===== src/design/rcm_pkg.sv =====
// Shared types and constants of the RTS/CTS/DATA/ACK handshake controller.
package rcm_pkg;

  typedef enum logic [2:0] {
    ST_UNSYNC     = 3'd0,
    ST_IDLE       = 3'd1,
    ST_EXP_CTS    = 3'd2,
    ST_EXP_ACK    = 3'd3,
    ST_EXP_DATA   = 3'd4,
    ST_EXP_PACKET = 3'd5
  } link_state_e;

  typedef enum logic [1:0] {
    SK_RTS  = 2'd0,
    SK_CTS  = 2'd1,
    SK_ACK  = 2'd2,
    SK_DATA = 2'd3
  } send_kind_e;

  typedef enum logic [2:0] {
    EV_TICK = 3'd0,
    EV_RTS  = 3'd1,
    EV_CTS  = 3'd2,
    EV_ACK  = 3'd3,
    EV_DATA = 3'd4,
    EV_NONE = 3'd5
  } ev_class_e;

  localparam logic       ACTION_TICK = 1'b0;
  localparam logic [3:0] FRAME_RTS   = 4'd0;
  localparam logic [3:0] FRAME_CTS   = 4'd1;
  localparam logic [3:0] FRAME_ACK   = 4'd2;
  localparam logic [3:0] FRAME_DATA  = 4'd3;

  localparam logic CFG_NODE_ADDRESS = 1'b0;
  localparam logic CFG_IS_MASTER    = 1'b1;

  localparam int unsigned BCAST_ADDR = 15;

  typedef struct packed {
    ev_class_e cls;
    logic      qne_c1;
    logic      c2;
    logic      busy;
    logic      dest_me;
    logic      net_me;
    logic      pbit;
  } ev_t;

endpackage


===== src/design/rcm_front.sv =====
// Front end: accepts input items and classifies them into handshake events.
module rcm_front import rcm_pkg::*; #(
  parameter int unsigned AddrWidth = 4
) (
  input  logic                 in_valid_i,
  output logic                 in_stall_o,
  input  logic                 action_i,
  input  logic                 queue_not_empty_i,
  input  logic [AddrWidth-1:0] head_receiver_i,
  input  logic                 clear_first_i,
  input  logic                 clear_second_i,
  input  logic                 listen_busy_i,
  input  logic [AddrWidth-1:0] frame_dest_i,
  input  logic [AddrWidth-1:0] frame_src_i,
  input  logic [3:0]           frame_type_i,
  input  logic [AddrWidth-1:0] frame_net_receiver_i,
  input  logic                 payload_bit0_i,
  input  logic [AddrWidth-1:0] node_address_i,
  output logic                 ev_valid_o,
  input  logic                 ev_stall_i,
  output ev_t                  ev_o,
  output logic [AddrWidth-1:0] ev_addr_o
);

  localparam logic [AddrWidth-1:0] BcastAddr = AddrWidth'(BCAST_ADDR);

  logic dest_me;
  logic hit;

  assign ev_valid_o = in_valid_i;
  assign in_stall_o = ev_stall_i;
  assign dest_me    = (frame_dest_i == node_address_i);
  assign hit        = dest_me || (frame_dest_i == BcastAddr);

  always_comb begin
    ev_o.qne_c1  = queue_not_empty_i & clear_first_i;
    ev_o.c2      = clear_second_i;
    ev_o.busy    = listen_busy_i;
    ev_o.dest_me = dest_me;
    ev_o.net_me  = (frame_net_receiver_i == node_address_i);
    ev_o.pbit    = payload_bit0_i;
    ev_addr_o    = (action_i == ACTION_TICK) ? head_receiver_i : frame_src_i;
    if (action_i == ACTION_TICK) begin
      ev_o.cls = EV_TICK;
    end else if (!hit) begin
      ev_o.cls = EV_NONE;
    end else begin
      unique case (frame_type_i)
        FRAME_RTS:  ev_o.cls = EV_RTS;
        FRAME_CTS:  ev_o.cls = EV_CTS;
        FRAME_ACK:  ev_o.cls = EV_ACK;
        FRAME_DATA: ev_o.cls = EV_DATA;
        default:    ev_o.cls = EV_NONE;
      endcase
    end
  end

endmodule


===== src/design/rcm_fifo.sv =====
// Two-entry event queue between the front end and the handshake engine.
module rcm_fifo #(
  parameter int unsigned Width = 8
) (
  input  logic             clk_i,
  input  logic             rst_ni,
  input  logic             wr_valid_i,
  output logic             wr_stall_o,
  input  logic [Width-1:0] wr_data_i,
  output logic             rd_valid_o,
  input  logic             rd_stall_i,
  output logic [Width-1:0] rd_data_o
);

  logic [Width-1:0] mem_q [2];
  logic [1:0]       count_q, count_d;
  logic             wptr_q, rptr_q;
  logic             push, pop;

  assign wr_stall_o = (count_q == 2'd2);
  assign rd_valid_o = (count_q != 2'd0);
  assign rd_data_o  = mem_q[rptr_q];
  assign push       = wr_valid_i && !wr_stall_o;
  assign pop        = rd_valid_o && !rd_stall_i;

  always_comb begin
    count_d = count_q;
    if (push && !pop) begin
      count_d = count_q + 2'd1;
    end else if (pop && !push) begin
      count_d = count_q - 2'd1;
    end
  end

  always_ff @(posedge clk_i or negedge rst_ni) begin
    if (!rst_ni) begin
      count_q <= 2'd0;
      wptr_q  <= 1'b0;
      rptr_q  <= 1'b0;
    end else begin
      count_q <= count_d;
      if (push) begin
        wptr_q <= ~wptr_q;
      end
      if (pop) begin
        rptr_q <= ~rptr_q;
      end
    end
  end

  always_ff @(posedge clk_i) begin
    if (push) begin
      mem_q[wptr_q] <= wr_data_i;
    end
  end

endmodule


===== src/design/rcm_back.sv =====
// Handshake engine: link state, partner address, configuration and result register.
module rcm_back import rcm_pkg::*; #(
  parameter int unsigned AddrWidth = 4
) (
  input  logic                 clk_i,
  input  logic                 rst_ni,
  input  logic                 cfg_valid_i,
  output logic                 cfg_ready_o,
  input  logic                 cfg_index_i,
  input  logic [AddrWidth-1:0] cfg_data_i,
  output logic [AddrWidth-1:0] node_address_o,
  input  logic                 ev_valid_i,
  output logic                 ev_stall_o,
  input  ev_t                  ev_i,
  input  logic [AddrWidth-1:0] ev_addr_i,
  output logic                 out_valid_o,
  input  logic                 out_stall_i,
  output logic                 send_valid_o,
  output logic [1:0]           send_kind_o,
  output logic [AddrWidth-1:0] send_dest_o,
  output logic                 dequeue_o,
  output logic                 deliver_o,
  output logic                 deliver_bit_o,
  output logic                 forward_o,
  output logic                 resync_timer_o,
  output logic [2:0]           mac_state_o
);

  link_state_e          state_q, state_d;
  logic [AddrWidth-1:0] partner_q, partner_d;
  logic [AddrWidth-1:0] node_address_q;
  logic                 is_master_q;
  logic                 out_valid_q;
  logic                 pop, cfg_we;
  logic                 partner_hit;

  logic                 sv_d, deq_d, dlv_d, dbit_d, fwd_d, rs_d;
  send_kind_e           sk_d;
  logic [AddrWidth-1:0] sd_d;

  logic                 sv_q, deq_q, dlv_q, dbit_q, fwd_q, rs_q;
  logic [1:0]           sk_q;
  logic [AddrWidth-1:0] sd_q;
  logic [2:0]           ms_q;

  assign cfg_ready_o    = 1'b1;
  assign cfg_we         = cfg_valid_i && cfg_ready_o;
  assign node_address_o = node_address_q;
  assign ev_stall_o     = out_valid_q && out_stall_i;
  assign pop            = ev_valid_i && !ev_stall_o;
  assign partner_hit    = (partner_q == ev_addr_i);

  // next state
  always_comb begin
    state_d   = state_q;
    partner_d = partner_q;
    if (pop) begin
      unique case (ev_i.cls) inside
        EV_TICK: begin
          if (state_q != ST_UNSYNC) begin
            if (ev_i.qne_c1) begin
              partner_d = ev_addr_i;
            end
            if (ev_i.qne_c1 && ev_i.c2) begin
              state_d = ST_EXP_CTS;
            end else if (ev_i.busy) begin
              state_d = ST_EXP_PACKET;
            end else begin
              state_d = ST_IDLE;
            end
          end
        end
        EV_RTS: begin
          if ((state_q == ST_EXP_PACKET || state_q == ST_UNSYNC) && ev_i.dest_me) begin
            partner_d = ev_addr_i;
            state_d   = ST_EXP_DATA;
          end else begin
            state_d = ST_IDLE;
          end
        end
        EV_CTS: begin
          state_d = (state_q == ST_EXP_CTS && partner_hit) ? ST_EXP_ACK : ST_IDLE;
        end
        EV_ACK, EV_DATA: state_d = ST_IDLE;
        default: state_d = state_q;
      endcase
    end else if (cfg_we && cfg_index_i == CFG_IS_MASTER && cfg_data_i[0] &&
                 state_q == ST_UNSYNC) begin
      state_d = ST_IDLE;
    end
  end

  // result fields
  always_comb begin
    sv_d   = 1'b0;
    sk_d   = SK_RTS;
    sd_d   = '0;
    deq_d  = 1'b0;
    dlv_d  = 1'b0;
    dbit_d = 1'b0;
    fwd_d  = 1'b0;
    rs_d   = 1'b0;
    unique case (ev_i.cls)
      EV_TICK: begin
        if (state_q != ST_UNSYNC && ev_i.qne_c1 && ev_i.c2) begin
          sv_d = 1'b1;
          sk_d = SK_RTS;
          sd_d = ev_addr_i;
        end
      end
      EV_RTS: begin
        rs_d = !is_master_q && state_q == ST_UNSYNC;
        if ((state_q == ST_EXP_PACKET || state_q == ST_UNSYNC) && ev_i.dest_me) begin
          sv_d = 1'b1;
          sk_d = SK_CTS;
          sd_d = ev_addr_i;
        end
      end
      EV_CTS: begin
        if (state_q == ST_EXP_CTS && partner_hit) begin
          sv_d = 1'b1;
          sk_d = SK_DATA;
          sd_d = partner_q;
        end
      end
      EV_ACK: begin
        deq_d = state_q == ST_EXP_ACK && partner_hit;
      end
      EV_DATA: begin
        if (state_q == ST_EXP_DATA && partner_hit) begin
          sv_d   = 1'b1;
          sk_d   = SK_ACK;
          sd_d   = ev_addr_i;
          dlv_d  = ev_i.net_me;
          dbit_d = ev_i.net_me & ev_i.pbit;
          fwd_d  = !ev_i.net_me;
        end
      end
      default: ;
    endcase
  end

  always_ff @(posedge clk_i or negedge rst_ni) begin
    if (!rst_ni) begin
      state_q        <= ST_UNSYNC;
      partner_q      <= '0;
      node_address_q <= '0;
      is_master_q    <= 1'b0;
      out_valid_q    <= 1'b0;
    end else begin
      state_q   <= state_d;
      partner_q <= partner_d;
      if (cfg_we && cfg_index_i == CFG_NODE_ADDRESS) begin
        node_address_q <= cfg_data_i;
      end
      if (cfg_we && cfg_index_i == CFG_IS_MASTER) begin
        is_master_q <= cfg_data_i[0];
      end
      if (pop) begin
        out_valid_q <= 1'b1;
      end else if (!out_stall_i) begin
        out_valid_q <= 1'b0;
      end
    end
  end

  always_ff @(posedge clk_i) begin
    if (pop) begin
      sv_q   <= sv_d;
      sk_q   <= sk_d;
      sd_q   <= sd_d;
      deq_q  <= deq_d;
      dlv_q  <= dlv_d;
      dbit_q <= dbit_d;
      fwd_q  <= fwd_d;
      rs_q   <= rs_d;
      ms_q   <= state_d;
    end
  end

  assign out_valid_o    = out_valid_q;
  assign send_valid_o   = sv_q;
  assign send_kind_o    = sk_q;
  assign send_dest_o    = sd_q;
  assign dequeue_o      = deq_q;
  assign deliver_o      = dlv_q;
  assign deliver_bit_o  = dbit_q;
  assign forward_o      = fwd_q;
  assign resync_timer_o = rs_q;
  assign mac_state_o    = ms_q;

endmodule


===== src/design/rts_cts_mac_handshake.sv =====
// Top level of the RTS/CTS/DATA/ACK link-layer handshake controller.
//
//   channel | direction | handshake           | payload
//   --------+-----------+---------------------+------------------------------------
//   in      | input     | in_valid_i/in_stall_o   | tick status or frame header
//   out     | output    | out_valid_o/out_stall_i | send request, flags, mac_state
//   cfg     | input     | cfg_valid_i/cfg_ready_o | cfg_index_i, cfg_data_i
//
// One item per cycle sustained while the output is not stalled; a result is
// registered (the accepting edge loads the event queue, and the result register
// is loaded when the engine pops the item). The event queue holds two items.
// Reset clears link state to unsynchronized, partner and node address to zero.
// A stalled output holds the result register and backs up into the queue.
module rts_cts_mac_handshake import rcm_pkg::*; #(
  parameter int unsigned ADDRESS_WIDTH = 4
) (
  input  logic                     clk_i,
  input  logic                     rst_ni,
  input  logic                     cfg_valid_i,
  output logic                     cfg_ready_o,
  input  logic                     cfg_index_i,
  input  logic [ADDRESS_WIDTH-1:0] cfg_data_i,
  input  logic                     in_valid_i,
  output logic                     in_stall_o,
  input  logic                     action_i,
  input  logic                     queue_not_empty_i,
  input  logic [ADDRESS_WIDTH-1:0] head_receiver_i,
  input  logic                     clear_first_i,
  input  logic                     clear_second_i,
  input  logic                     listen_busy_i,
  input  logic [ADDRESS_WIDTH-1:0] frame_dest_i,
  input  logic [ADDRESS_WIDTH-1:0] frame_src_i,
  input  logic [3:0]               frame_type_i,
  input  logic [ADDRESS_WIDTH-1:0] frame_net_receiver_i,
  input  logic                     payload_bit0_i,
  output logic                     out_valid_o,
  input  logic                     out_stall_i,
  output logic                     send_valid_o,
  output logic [1:0]               send_kind_o,
  output logic [ADDRESS_WIDTH-1:0] send_dest_o,
  output logic                     dequeue_o,
  output logic                     deliver_o,
  output logic                     deliver_bit_o,
  output logic                     forward_o,
  output logic                     resync_timer_o,
  output logic [2:0]               mac_state_o
);

  localparam int unsigned QWidth = $bits(ev_t) + ADDRESS_WIDTH;

  logic [ADDRESS_WIDTH-1:0] node_address;
  logic                     fe_valid, fe_stall;
  ev_t                      fe_ev;
  logic [ADDRESS_WIDTH-1:0] fe_addr;
  logic                     be_valid, be_stall;
  ev_t                      be_ev;
  logic [ADDRESS_WIDTH-1:0] be_addr;
  logic [QWidth-1:0]        q_wdata, q_rdata;

  rcm_front #(.AddrWidth(ADDRESS_WIDTH)) u_front (
    .in_valid_i          (in_valid_i),
    .in_stall_o          (in_stall_o),
    .action_i            (action_i),
    .queue_not_empty_i   (queue_not_empty_i),
    .head_receiver_i     (head_receiver_i),
    .clear_first_i       (clear_first_i),
    .clear_second_i      (clear_second_i),
    .listen_busy_i       (listen_busy_i),
    .frame_dest_i        (frame_dest_i),
    .frame_src_i         (frame_src_i),
    .frame_type_i        (frame_type_i),
    .frame_net_receiver_i(frame_net_receiver_i),
    .payload_bit0_i      (payload_bit0_i),
    .node_address_i      (node_address),
    .ev_valid_o          (fe_valid),
    .ev_stall_i          (fe_stall),
    .ev_o                (fe_ev),
    .ev_addr_o           (fe_addr)
  );

  assign q_wdata = {fe_ev, fe_addr};

  rcm_fifo #(.Width(QWidth)) u_fifo (
    .clk_i     (clk_i),
    .rst_ni    (rst_ni),
    .wr_valid_i(fe_valid),
    .wr_stall_o(fe_stall),
    .wr_data_i (q_wdata),
    .rd_valid_o(be_valid),
    .rd_stall_i(be_stall),
    .rd_data_o (q_rdata)
  );

  assign be_ev   = ev_t'(q_rdata[QWidth-1:ADDRESS_WIDTH]);
  assign be_addr = q_rdata[ADDRESS_WIDTH-1:0];

  rcm_back #(.AddrWidth(ADDRESS_WIDTH)) u_back (
    .clk_i         (clk_i),
    .rst_ni        (rst_ni),
    .cfg_valid_i   (cfg_valid_i),
    .cfg_ready_o   (cfg_ready_o),
    .cfg_index_i   (cfg_index_i),
    .cfg_data_i    (cfg_data_i),
    .node_address_o(node_address),
    .ev_valid_i    (be_valid),
    .ev_stall_o    (be_stall),
    .ev_i          (be_ev),
    .ev_addr_i     (be_addr),
    .out_valid_o   (out_valid_o),
    .out_stall_i   (out_stall_i),
    .send_valid_o  (send_valid_o),
    .send_kind_o   (send_kind_o),
    .send_dest_o   (send_dest_o),
    .dequeue_o     (dequeue_o),
    .deliver_o     (deliver_o),
    .deliver_bit_o (deliver_bit_o),
    .forward_o     (forward_o),
    .resync_timer_o(resync_timer_o),
    .mac_state_o   (mac_state_o)
  );

endmodule


===== config.mk =====
export PLATFORM = sky130hd
export DESIGN_NAME = rts_cts_mac_handshake
export DESIGN_NICKNAME = d
export VERILOG_FILES = /design/src/design/rcm_pkg.sv /design/src/design/rcm_front.sv /design/src/design/rcm_fifo.sv /design/src/design/rcm_back.sv /design/src/design/rts_cts_mac_handshake.sv
export SDC_FILE = /design/constraint.sdc
export NUM_CORES = 1
export LEC_CHECK = 0
export BUFFER_PORTS_ARGS = -buffer_cell sky130_fd_sc_hd__buf_2
export CORE_MARGIN = 1
export CORE_UTILIZATION = 40
export CTS_CLUSTER_DIAMETER = 60
export DETAILED_ROUTE_END_ITERATION = 8
export HOLD_SLACK_MARGIN = 0.06
export RECOVER_POWER = 50
export SLEW_MARGIN = 10
export SYNTH_ARGS = -nofsm -noshare
export SYNTH_HDL_FRONTEND = slang
export SYNTH_SLANG_ARGS = --single-unit
export TNS_END_PERCENT = 20

===== constraint.sdc =====
create_clock -name clk_i -period 2.16 [get_ports clk_i]
set_clock_uncertainty 0.2 [all_clocks]
set_input_delay 0 -clock clk_i [delete_from_list [all_inputs] [get_ports clk_i]]
set_output_delay 0 -clock clk_i [all_outputs]
set_load 0.005 [all_outputs]

# == After elaboration in Yosys (flattened, before gate mapping) ==
# Memories as Yosys holds them, arrays and structs flattened.
# Cells that the tools add are included.
# classes
eq_ne,20
addsub,2
reduce_logical,35
n_bitwise,5
mux,36
# ops
op,count
4-bit two-way mux,8
3-bit two-way mux,8
3-bit case mux with 4 select lines,2
1-bit logical AND,17
4-bit case mux with 4 select lines,1
3-bit by 2-bit equality test with 1-bit output (second input constant),4
4-bit equality test,3
2-bit two-way mux,5
3-bit equality test (second input constant),3
1-bit two-way mux,9
4-bit by 2-bit equality test with 1-bit output (second input constant),2
4-bit case mux with 2 select lines,1
1-bit logical NOT,6
3-bit logical NOT,2
2-bit inequality test (second input constant),3
2-bit case mux with 3 select lines,1
2-bit nonzero test,3
5-bit AND reduction,1
4-bit by 1-bit equality test with 1-bit output (second input constant),1
4-bit equality test (second input constant),1
4-bit logical NOT,1
1-bit case mux with 4 select lines,1
3-bit by 1-bit equality test with 1-bit output (second input constant),1
1-bit inverter,3
other kinds (9),11
# word_totals
reg_bits,32
mem_bits_rw,26
n_memories,1
in_bits,36
output_inout_bits,18
# mem_list
memory,words,width,read_ports,rd_ports_with_merged_regs,write_ports,line,text
u_fifo.mem_q,2,13,1,0,1,rcm_fifo.sv:15,logic [Width-1:0] mem_q [2];

# == Logic depth before layout (Yosys ltp) ==
# Gate-level depths: netlist of the first run.
# logic_depth
depth_word,7
depth_mapped,8
depth_no_buf,7

# == Hierarchy ==
# Synthesis of the first run repeated with hierarchy kept, for this count alone.
# hier_totals
hier_cells,200
hier_area_um2,2741.4
# modules_own_cells
module,cells_each,seq_area_each_um2,instances,area_each_um2
rcm_back,112,775.7,1,1358.8
rcm_fifo,59,880.8,1,1143.6
rcm_front,29,0.0,1,239.0

# == Least setup slack after synthesis of the first run ==
# No wires, ideal clock.
# synth_timing
path_type,reg2reg
start,reg u_fifo.rptr_q
end,"reg u_back.sd_q[0] (netlist: u_back.send_dest_o[0]), data pin"
slack_ps,133
stages_incl_launch_ff,8
arrival_time_ps,1556
n_path_buf,2
cell_sequence,dfrtp_1 > buf_6 > buf_4 > and2_1 > a22o_1 > nor2b_1 > a211oi_2 > o22ai_1
# synth_via
elab_chain_cells,5
# synth_rtl
element,line,text
start: declaration,rcm_fifo.sv:17,"logic wptr_q, rptr_q;"
start signal: assignment,rcm_fifo.sv:46,rptr_q <= ~rptr_q;
memory read 2 x 13 bit *,n/a,
4-bit equality test / 1-bit logical AND (equally long branches),"rcm_back.sv:51, rcm_back.sv:105",
1-bit logical AND (on tied branches),"rcm_back.sv:130, rcm_back.sv:105, rcm_back.sv:120",
4-bit two-way mux (on tied branches),"rcm_back.sv:130, rcm_back.sv:105, rcm_back.sv:120",
4-bit case mux with 4 select lines *,rcm_back.sv:103,unique case (ev_i.cls)
via u_back.sd_d[0],rcm_back.sv:39,logic [AddrWidth-1:0] sd_d;
end signal: assignment,rcm_back.sv:171,sd_q <= sd_d;
end: declaration,rcm_back.sv:43,logic [AddrWidth-1:0] sd_q;
# Mark *: on every way through the listed nets, which the timed path passes. The rest lies on a longest branch.
# A chain may end at the register's enable or synchronous reset.

# == Worst setup path in the final report of the first run ==
# layout_timing
start,reg u_fifo.rptr_q
end,"reg u_back.sd_q[3] (netlist: u_back.send_dest_o[3]), data pin"
# Same word-level chain as after synthesis.

==> flow_metrics.env, run 1 <==
export IMPL_end_kind="flop"
export IMPL_ys_async_sr_fraction=0.293
export IMPL_port_buffers=52
export IMPL_numCtsBuffers=9
export IMPL_core_sq_um=6350
export IMPL_ir_drop_uv=492
export IMPL_ios=54
export IMPL_drc_errors=0
export IMPL_start_util=0.417
export IMPL_grt_pass1_wl_um=8690
export IMPL_grt_max_degree=21
export IMPL_clock_fmax_ghz=0.469
export IMPL_clockBufferDepth=2
export IMPL_cts_clk_slew_worst_paths_ps=60
export IMPL_fill_cells=523
export IMPL_fin_crit_sh=0.986
export IMPL_max_slew_margin=0.418
export IMPL_netlist_area_sq_um=2650
export IMPL_grt_pass1_vias=1836
export IMPL_die_w_um=83.3
export IMPL_cts_root_buf="clkbuf_8"
export IMPL_drt_iter0_drc=95
export IMPL_cts_htree_levels=3
export IMPL_avgRoutedWirePerCell_um=13.4
export IMPL_tightest_slew_ps=870
export IMPL_regArea_sq_um=1660
export IMPL_gp_congestion=0.833
export IMPL_path_class="reg -> reg"
export IMPL_dp_hpwl_um=3590
export IMPL_die_h_um=83.3
export IMPL_drive_above_1_share=0.317
export IMPL_detail_route_antenna_nets=0
export IMPL_period_needed_ps=2130
export IMPL_grt_overflow=0
export IMPL_synth_edf_count=41
export IMPL_dr_total_vias=1935
export IMPL_cp_max_fo=20
export IMPL_antenna_found_initial=0
export IMPL_tns_ps=0
export IMPL_synth_seq_area_share=0.626
export IMPL_ys_warn_count=0
export IMPL_grtUsageTotal=0.165
export IMPL_drt_vias_per_instance=4.89
export IMPL_ys_flop_type="edfxtp_1"
export IMPL_setup_violations=0
export IMPL_clock_sinks=58
export IMPL_leakagePower_nw=1.55
export IMPL_maxCapViolCount=0
export IMPL_slew_violations=0
export IMPL_avgSynthCellArea_sq_um=13.4
export IMPL_p_per_area_nw_per_um2=1120
export IMPL_finalWirelength_um=5290
export IMPL_critPathLaunchType="flop"
export IMPL_cts_tree="yes"
export IMPL_synth_seq_cells=58
export IMPL_die_area_sq_um=6940
export IMPL_multiInputGateArea_sq_um=976
export IMPL_synth_nets=235
export IMPL_rsz0062_at_grt="true"
export IMPL_cp_arrival_ps=1990
export IMPL_nets=351
export IMPL_yosysUniqueCellTypes=43
export IMPL_clock_latency_ps=330
export IMPL_area_growth_pct=40.3
export IMPL_rows=29
export IMPL_drt_pre_antenna_iters=4
export IMPL_postSynthCellCount=198
export IMPL_status="completed"
export IMPL_hold_violations=0
export IMPL_power_mw=4.14
export IMPL_cp_required_ps=2020
export IMPL_antenna_cells=0
export IMPL_holdCritPathClass="in -> reg"
-- routing by layer --
layer / global-route usage / share of wire / wire length [um]
met1: 0.204 / 0.45 / 2370
met2: 0.273 / 0.49 / 2610
met3: 0.0517 / 0.046 / 245
met4: 0.0564 / 0.012 / 63
met5: 0 / 0 / 0
-- per-stage QoR --
step                std cells  cell area (sq um)  setup WS [ps]  utilization  hold WS, ps
floorplan                 198               2650            133            -         -496
finish                    396               3710           29.4        0.584         87.9
global route              396               3710          -65.3        0.584          124
detailed placement        339               3100          -75.0        0.488         -224
CTS                       394               3650           7.07        0.574         84.4
global placement          339               3100          -22.0        0.488         -224
-- placed cells by master (no fill, tap or decap), drive strengths merged --
cell type,count
nor2,11
o21ai,8
o2111a,1
and3,3
and3b,1
and2,2
and2b,1
nor3b,2
nand2,11
ha,1
xnor2,11
nand4,3
nor4,4
a21oi,5
inv,11
mux2,8
a22o,1
nand3,2
a32oi,1
dlygate4sd3,39
dfrtp,17
buf,62
a211oi,2
o22ai,4
xor2,8
clkbuf,20
a21o,1
a21boi,2
o2111ai,1
edfxtp,41
or3,1
mux2i,13
clkinv,4
nand2b,2
nor2b,4
nor3,6
nor4b,2
o221ai,1
a31oi,1
conb,1
-- sequential cells by signal, summed over array words and instances, names as in the netlist --
signal	flops
u_back.resync_timer_o	1
u_fifo.count_q	2
u_back.node_address_o	4
u_back.is_master_q	1
u_back.out_valid_o	1
u_fifo.wptr_q	1
u_back.dequeue_o	1
u_back.deliver_o	1
u_back.state_q	3
u_fifo.mem_q	26
u_back.deliver_bit_o	1
u_fifo.rptr_q	1
u_back.mac_state_o	3
u_back.send_valid_o	1
u_back.partner_q	4
u_back.send_kind_o	2
u_back.forward_o	1
u_back.send_dest_o	4
-- cells by family after synthesis --
logic type,after synthesis,synth area share
muxes,21,0.0861
DFF,58,0.626
AOI/OAI and AO/OA,28,0.0700
other,1,0.00142
adders and majority gates,1,0.00473
xor gates and xnor gates,19,0.0629
buffers and inverters,15,0.0284
and+or+nand+nor,55,0.120
-- cells in the mapped netlist (2+ instances only) --
master | instances | area, sq um
buf_4 | 3 | 22.5
nand4_1 | 3 | 18.8
o22ai_1 | 4 | 25.0
a21boi_0 | 2 | 15.0
nor2_1 | 11 | 41.3
edfxtp_1 | 41 | 1230
and2_1 | 2 | 12.5
mux2_2 | 8 | 90.1
a21oi_1 | 5 | 25.0
xor2_1 | 8 | 70.1
dfrtp_1 | 17 | 425
nor4b_1 | 2 | 17.5
xnor2_1 | 11 | 96.3
nor4_1 | 3 | 18.8
nand2b_1 | 2 | 12.5
o21ai_0 | 7 | 35.0
mux2i_1 | 11 | 110
mux2i_2 | 2 | 27.5
nor3_1 | 6 | 30.0
inv_1 | 11 | 41.3
and3_1 | 3 | 18.8
nor3b_1 | 2 | 15.0
nand2_1 | 11 | 41.3
nor2b_1 | 4 | 25.0
-- worst max-delay path: stages (launching register included) --
cell and delay, ps:
dfrtp_2 500, buf_12 200, mux2i_1 280, nor4b_1 80, buf_4 150, a211oi_4 310, o22ai_1 130
-- worst paths after layout --
kind	startpoint	end	slack, ps	cells past startpoint
worst max-delay path	u_fifo.rptr_q	u_back.send_dest_o[3]	30	6
worst min-delay path	frame_dest_i[3]	u_fifo.mem_q[0][11]	90	4
max in group asynchronous	rst_ni	u_fifo.rptr_q	500	3
worst min register to register	u_back.out_valid_o	u_back.out_valid_o	290	2
min in group asynchronous	rst_ni	u_fifo.wptr_q	670	3
worst max register to register	u_fifo.rptr_q	u_back.send_dest_o[3]	30	6
-- what timing repair did --
| action | in CTS | in global routing |
|---|---|---|
| resized for setup | 1 | 15 |
| hold endpoints to repair | 58 | 0 |
| endpoints found under the setup margin | 5 | 9 |
| setup buffers | 0 | 2 |
| pin swaps | 0 | 2 |
| hold buffers | 39 | 0 |
-- power by group --
| part | switching (mW) | total (mW) | internal [mW] |
|---|---|---|---|
| Clock | 0.386 | 0.794 | 0.408 |
| Combinational | 0.761 | 1.51 | 0.753 |
| Sequential | 0.227 | 1.83 | 1.61 |
-- area by class of cell --
class,instances,share of cell area
Clock inverter,4,0.00539
Timing Repair Buffer,109,0.211
Sequential cell,58,0.447
Multi-Input combinational cell,125,0.263
Tap cell,77,0.0260
Clock buffer,12,0.0364
Inverter,11,0.0111
No activity file was read; power rests on OpenSTA's default activity.
==> run 2, diff against run 1 <==
Settings changed: ABC_AREA set to 1.
==> run 2 against run 1 <==
Worst setup slack improved by 33 ps. Hold slack got worse by 12 ps. Critical endpoint is now u_fifo.mem_q[1][0]. Non-clock buffer count decreased by 3. Clock-buffer cell count increased by 1. Clock power increased by 25%. Critical path type is now in -> reg. Die area increased by 11%. Synthesized cell count increased by 56%.
==> flow_metrics.env, run 2 <==
export IMPL_top_register="u_fifo.mem_q"
export IMPL_ir_drop_uv=501
export IMPL_nets=458
export IMPL_finalWirelength_um=5770
export IMPL_cts_root_buf="clkbuf_8"
export IMPL_die_h_um=87.6
export IMPL_postSynthCellCount=308
export IMPL_critPathMaxStageDelay_ps=570
export IMPL_most_common_layout_cells="100 x nand2_1, 47 x dlygate4sd3_1, 41 x edfxtp_1"
export IMPL_r2r_start="u_back.node_address_o[0]"
export IMPL_top_usage_layer="met2"
export IMPL_grtUsageMet3=0.0697
export IMPL_p_per_area_nw_per_um2=1140
export IMPL_tightest_slew_ps=891
export IMPL_hold_violations=0
export IMPL_ys_warn_count=0
export IMPL_slew_violations=0
export IMPL_antenna_found_initial=0
export IMPL_cts_clk_slew_worst_paths_ps=70
export IMPL_dp_hpwl_um=4070
export IMPL_end_kind="flop"
export IMPL_stdcell_count=522
export IMPL_start_util=0.423
export IMPL_dr_total_vias=2288
export IMPL_clock_sinks=58
export IMPL_yosysMostFrequentCell="nand2_1"
export IMPL_cp_arrival_ps=1990
export IMPL_cp_num_buf_inv=5
export IMPL_cp_required_ps=2050
export IMPL_r2r_end="u_fifo.mem_q[1][10]"
export IMPL_rsz0062_at_grt="false"
export IMPL_maxCapViolCount=0
export IMPL_yosysUniqueCellTypes=35
export IMPL_cp_max_fo=6
export IMPL_drc_errors=0
export IMPL_crit_path_top_delay_cell="dlygate4sd3_1"
export IMPL_synth_top_area_share=0.420
export IMPL_drive_above_1_share=0.228
export IMPL_synth_common_cells="100 x nand2_1, 41 x edfxtp_1, 33 x inv_1"
export IMPL_holdWs_ps=75.9
export IMPL_pre_cts_slack_ps=106
export IMPL_rows=30
export IMPL_fill_cells=619
export IMPL_grtUsageTotal=0.172
export IMPL_worst_slack_ps=62.1
export IMPL_final_common_cell="nand2_1"
export IMPL_synth_edf_count=41
export IMPL_synth_seq_cells=58
export IMPL_detail_route_antenna_nets=0
export IMPL_core_sq_um=6940
export IMPL_tns_ps=0
export IMPL_synthTopCellsByArea="edfxtp_1 42%, dfrtp_1 14%, nand2_1 13%"
export IMPL_status="completed"
export IMPL_numCtsBuffers=9
export IMPL_period_needed_ps=2100
export IMPL_grt_pass1_vias=2118
export IMPL_postLayoutCellArea_sq_um=3960
export IMPL_die_area_sq_um=7680
export IMPL_critPathLaunchType="input pin"
export IMPL_path_class="in -> reg"
export IMPL_ys_async_sr_fraction=0.293
export IMPL_use_met1=0.216
export IMPL_leakagePower_nw=1.81
export IMPL_area_growth_pct=35.1
export IMPL_netlist_area_sq_um=2930
export IMPL_gp_congestion=0.861
export IMPL_clock_latency_ps=340
export IMPL_clock_fmax_ghz=0.477
export IMPL_yosysTopAreaCell="edfxtp_1"
export IMPL_finalCoreUtilization=0.571
export IMPL_post_cts_setup_buffers=0
export IMPL_ios=54
export IMPL_r2r_cells=6
export IMPL_power_mw=4.52
export IMPL_hp_start="frame_dest_i[1]"
export IMPL_die_w_um=87.6
export IMPL_grt_overflow=0
export IMPL_path_cells="dlygate4sd3_1, buf_2, inv_2, nand2_1, dlygate4sd3_1, nand2_1, dlygate4sd3_1"
export IMPL_max_slew_margin=0.404
export IMPL_grt_max_degree=18
export IMPL_port_buffers=52
export IMPL_cts_htree_levels=3
export IMPL_rrSetupSlack_ps=180
export IMPL_hold_end="u_fifo.mem_q[0][12]"
export IMPL_drt_vias_per_instance=4.38
export IMPL_largest_register_ff_count=26
export IMPL_setup_violations=0
export IMPL_synth_seq_area_share=0.565
export IMPL_hold_depth=4
export IMPL_antenna_cells=0
export IMPL_avgSynthCellArea_sq_um=9.53
export IMPL_grt_pass1_wl_um=9780
export IMPL_cts_tree="yes"
export IMPL_dp_cells=458
export IMPL_crit_path_start="action_i"
export IMPL_critPathTopFamily="buffers and inverters"
export IMPL_avgRoutedWirePerCell_um=11.0
export IMPL_ys_flop_type="edfxtp_1"
export IMPL_drt_pre_antenna_iters=4
export IMPL_synth_nets=345
export IMPL_drt_iter0_drc=122
export IMPL_clockBufferDepth=2
export IMPL_place_area_sq_um=3310
export IMPL_fin_crit_sh=0.971
export IMPL_use_met2=0.271
export IMPL_crit_top_cell="dlygate4sd3_1"
export IMPL_holdCritPathClass="in -> reg"
-- run 2: changes by cell type after synthesis, moves of 4 or more --
cell,previous run,this run
nand3_2,0,5
mux2_2,8,4
inv_1,11,33
o22ai_1,4,0
nor3_1,6,2
nor2b_1,4,0
nor2_1,11,19
mux2i_1,11,1
xnor2_1,11,5
nand2_1,11,100
nand3_1,1,18
nand2_2,0,13
nor2_2,0,4
xor2_1,8,4
-- run 2: how the worst max path moves through the flow --
stage	to	slack, ps	cells after the start
CTS	u_fifo.mem_q[0][0]	60	7
detailed placement	u_back.mac_state_o[0]	110	9
global route	u_fifo.mem_q[0][3]	10	7
finish	u_fifo.mem_q[1][0]	60	7
global placement	u_back.mac_state_o[0]	130	9
floorplan	u_back.mac_state_o[0]	230	6
-- run 2: timing repair --
action / 4_1_cts / 5_1_grt
setup endpoints to repair: 0 / 22
resized for setup: 0 / 4
hold buffers: 48 / 0
endpoints found under the hold margin: 52 / 0
-- run 2: cell type report --
cell class | count | area [sq um] | share of cell area
flip-flops and latches | 58 | 1660 | 0.418
multi-input cells | 211 | 1090 | 0.275
repair buffers | 106 | 757 | 0.191
clock buffers | 13 | 159 | 0.0401
inverters | 35 | 139 | 0.0350
well taps | 96 | 120 | 0.0303
clock inverters | 3 | 40.0 | 0.0101
-- run 2: worst min-delay path: cells and delay by family --
family                 cells  cell delay, ps
and+or+nand+nor            2             200
buffers and inverters      1             100
AOI/OAI and AO/OA          1             130
-- run 2: logic make-up (layout without fill, tap and decap cells) --
family | Yosys count | in the layout | synth area share
buffers and inverters | 39 | 157 | 0.0640
muxes | 5 | 5 | 0.0188
and+or+nand+nor | 174 | 174 | 0.279
DFF | 58 | 58 | 0.565
AOI/OAI and AO/OA | 21 | 21 | 0.0414
adders and majority gates | 1 | 1 | 0.00426
other | 1 | 1 | 0.00128
xor gates and xnor gates | 9 | 9 | 0.0269
-- run 2: layer usage --
| metal | routed length (um) | vias to the layer above |
|---|---|---|
| li1 | - | 1220 |
| met1 | 2760 | 1001 |
| met2 | 2710 | 59 |
| met3 | 215 | 8 |
| met4 | 81 | 0 |
| met5 | 0 | - |
-- run 2: report_power, final --
group          internal [mW]  leakage (nW)  total [mW]  switching (mW)
Clock                  0.592         0.103       0.993           0.401
Combinational          0.634          1.11        1.67            1.03
Sequential              1.63         0.596        1.86           0.225
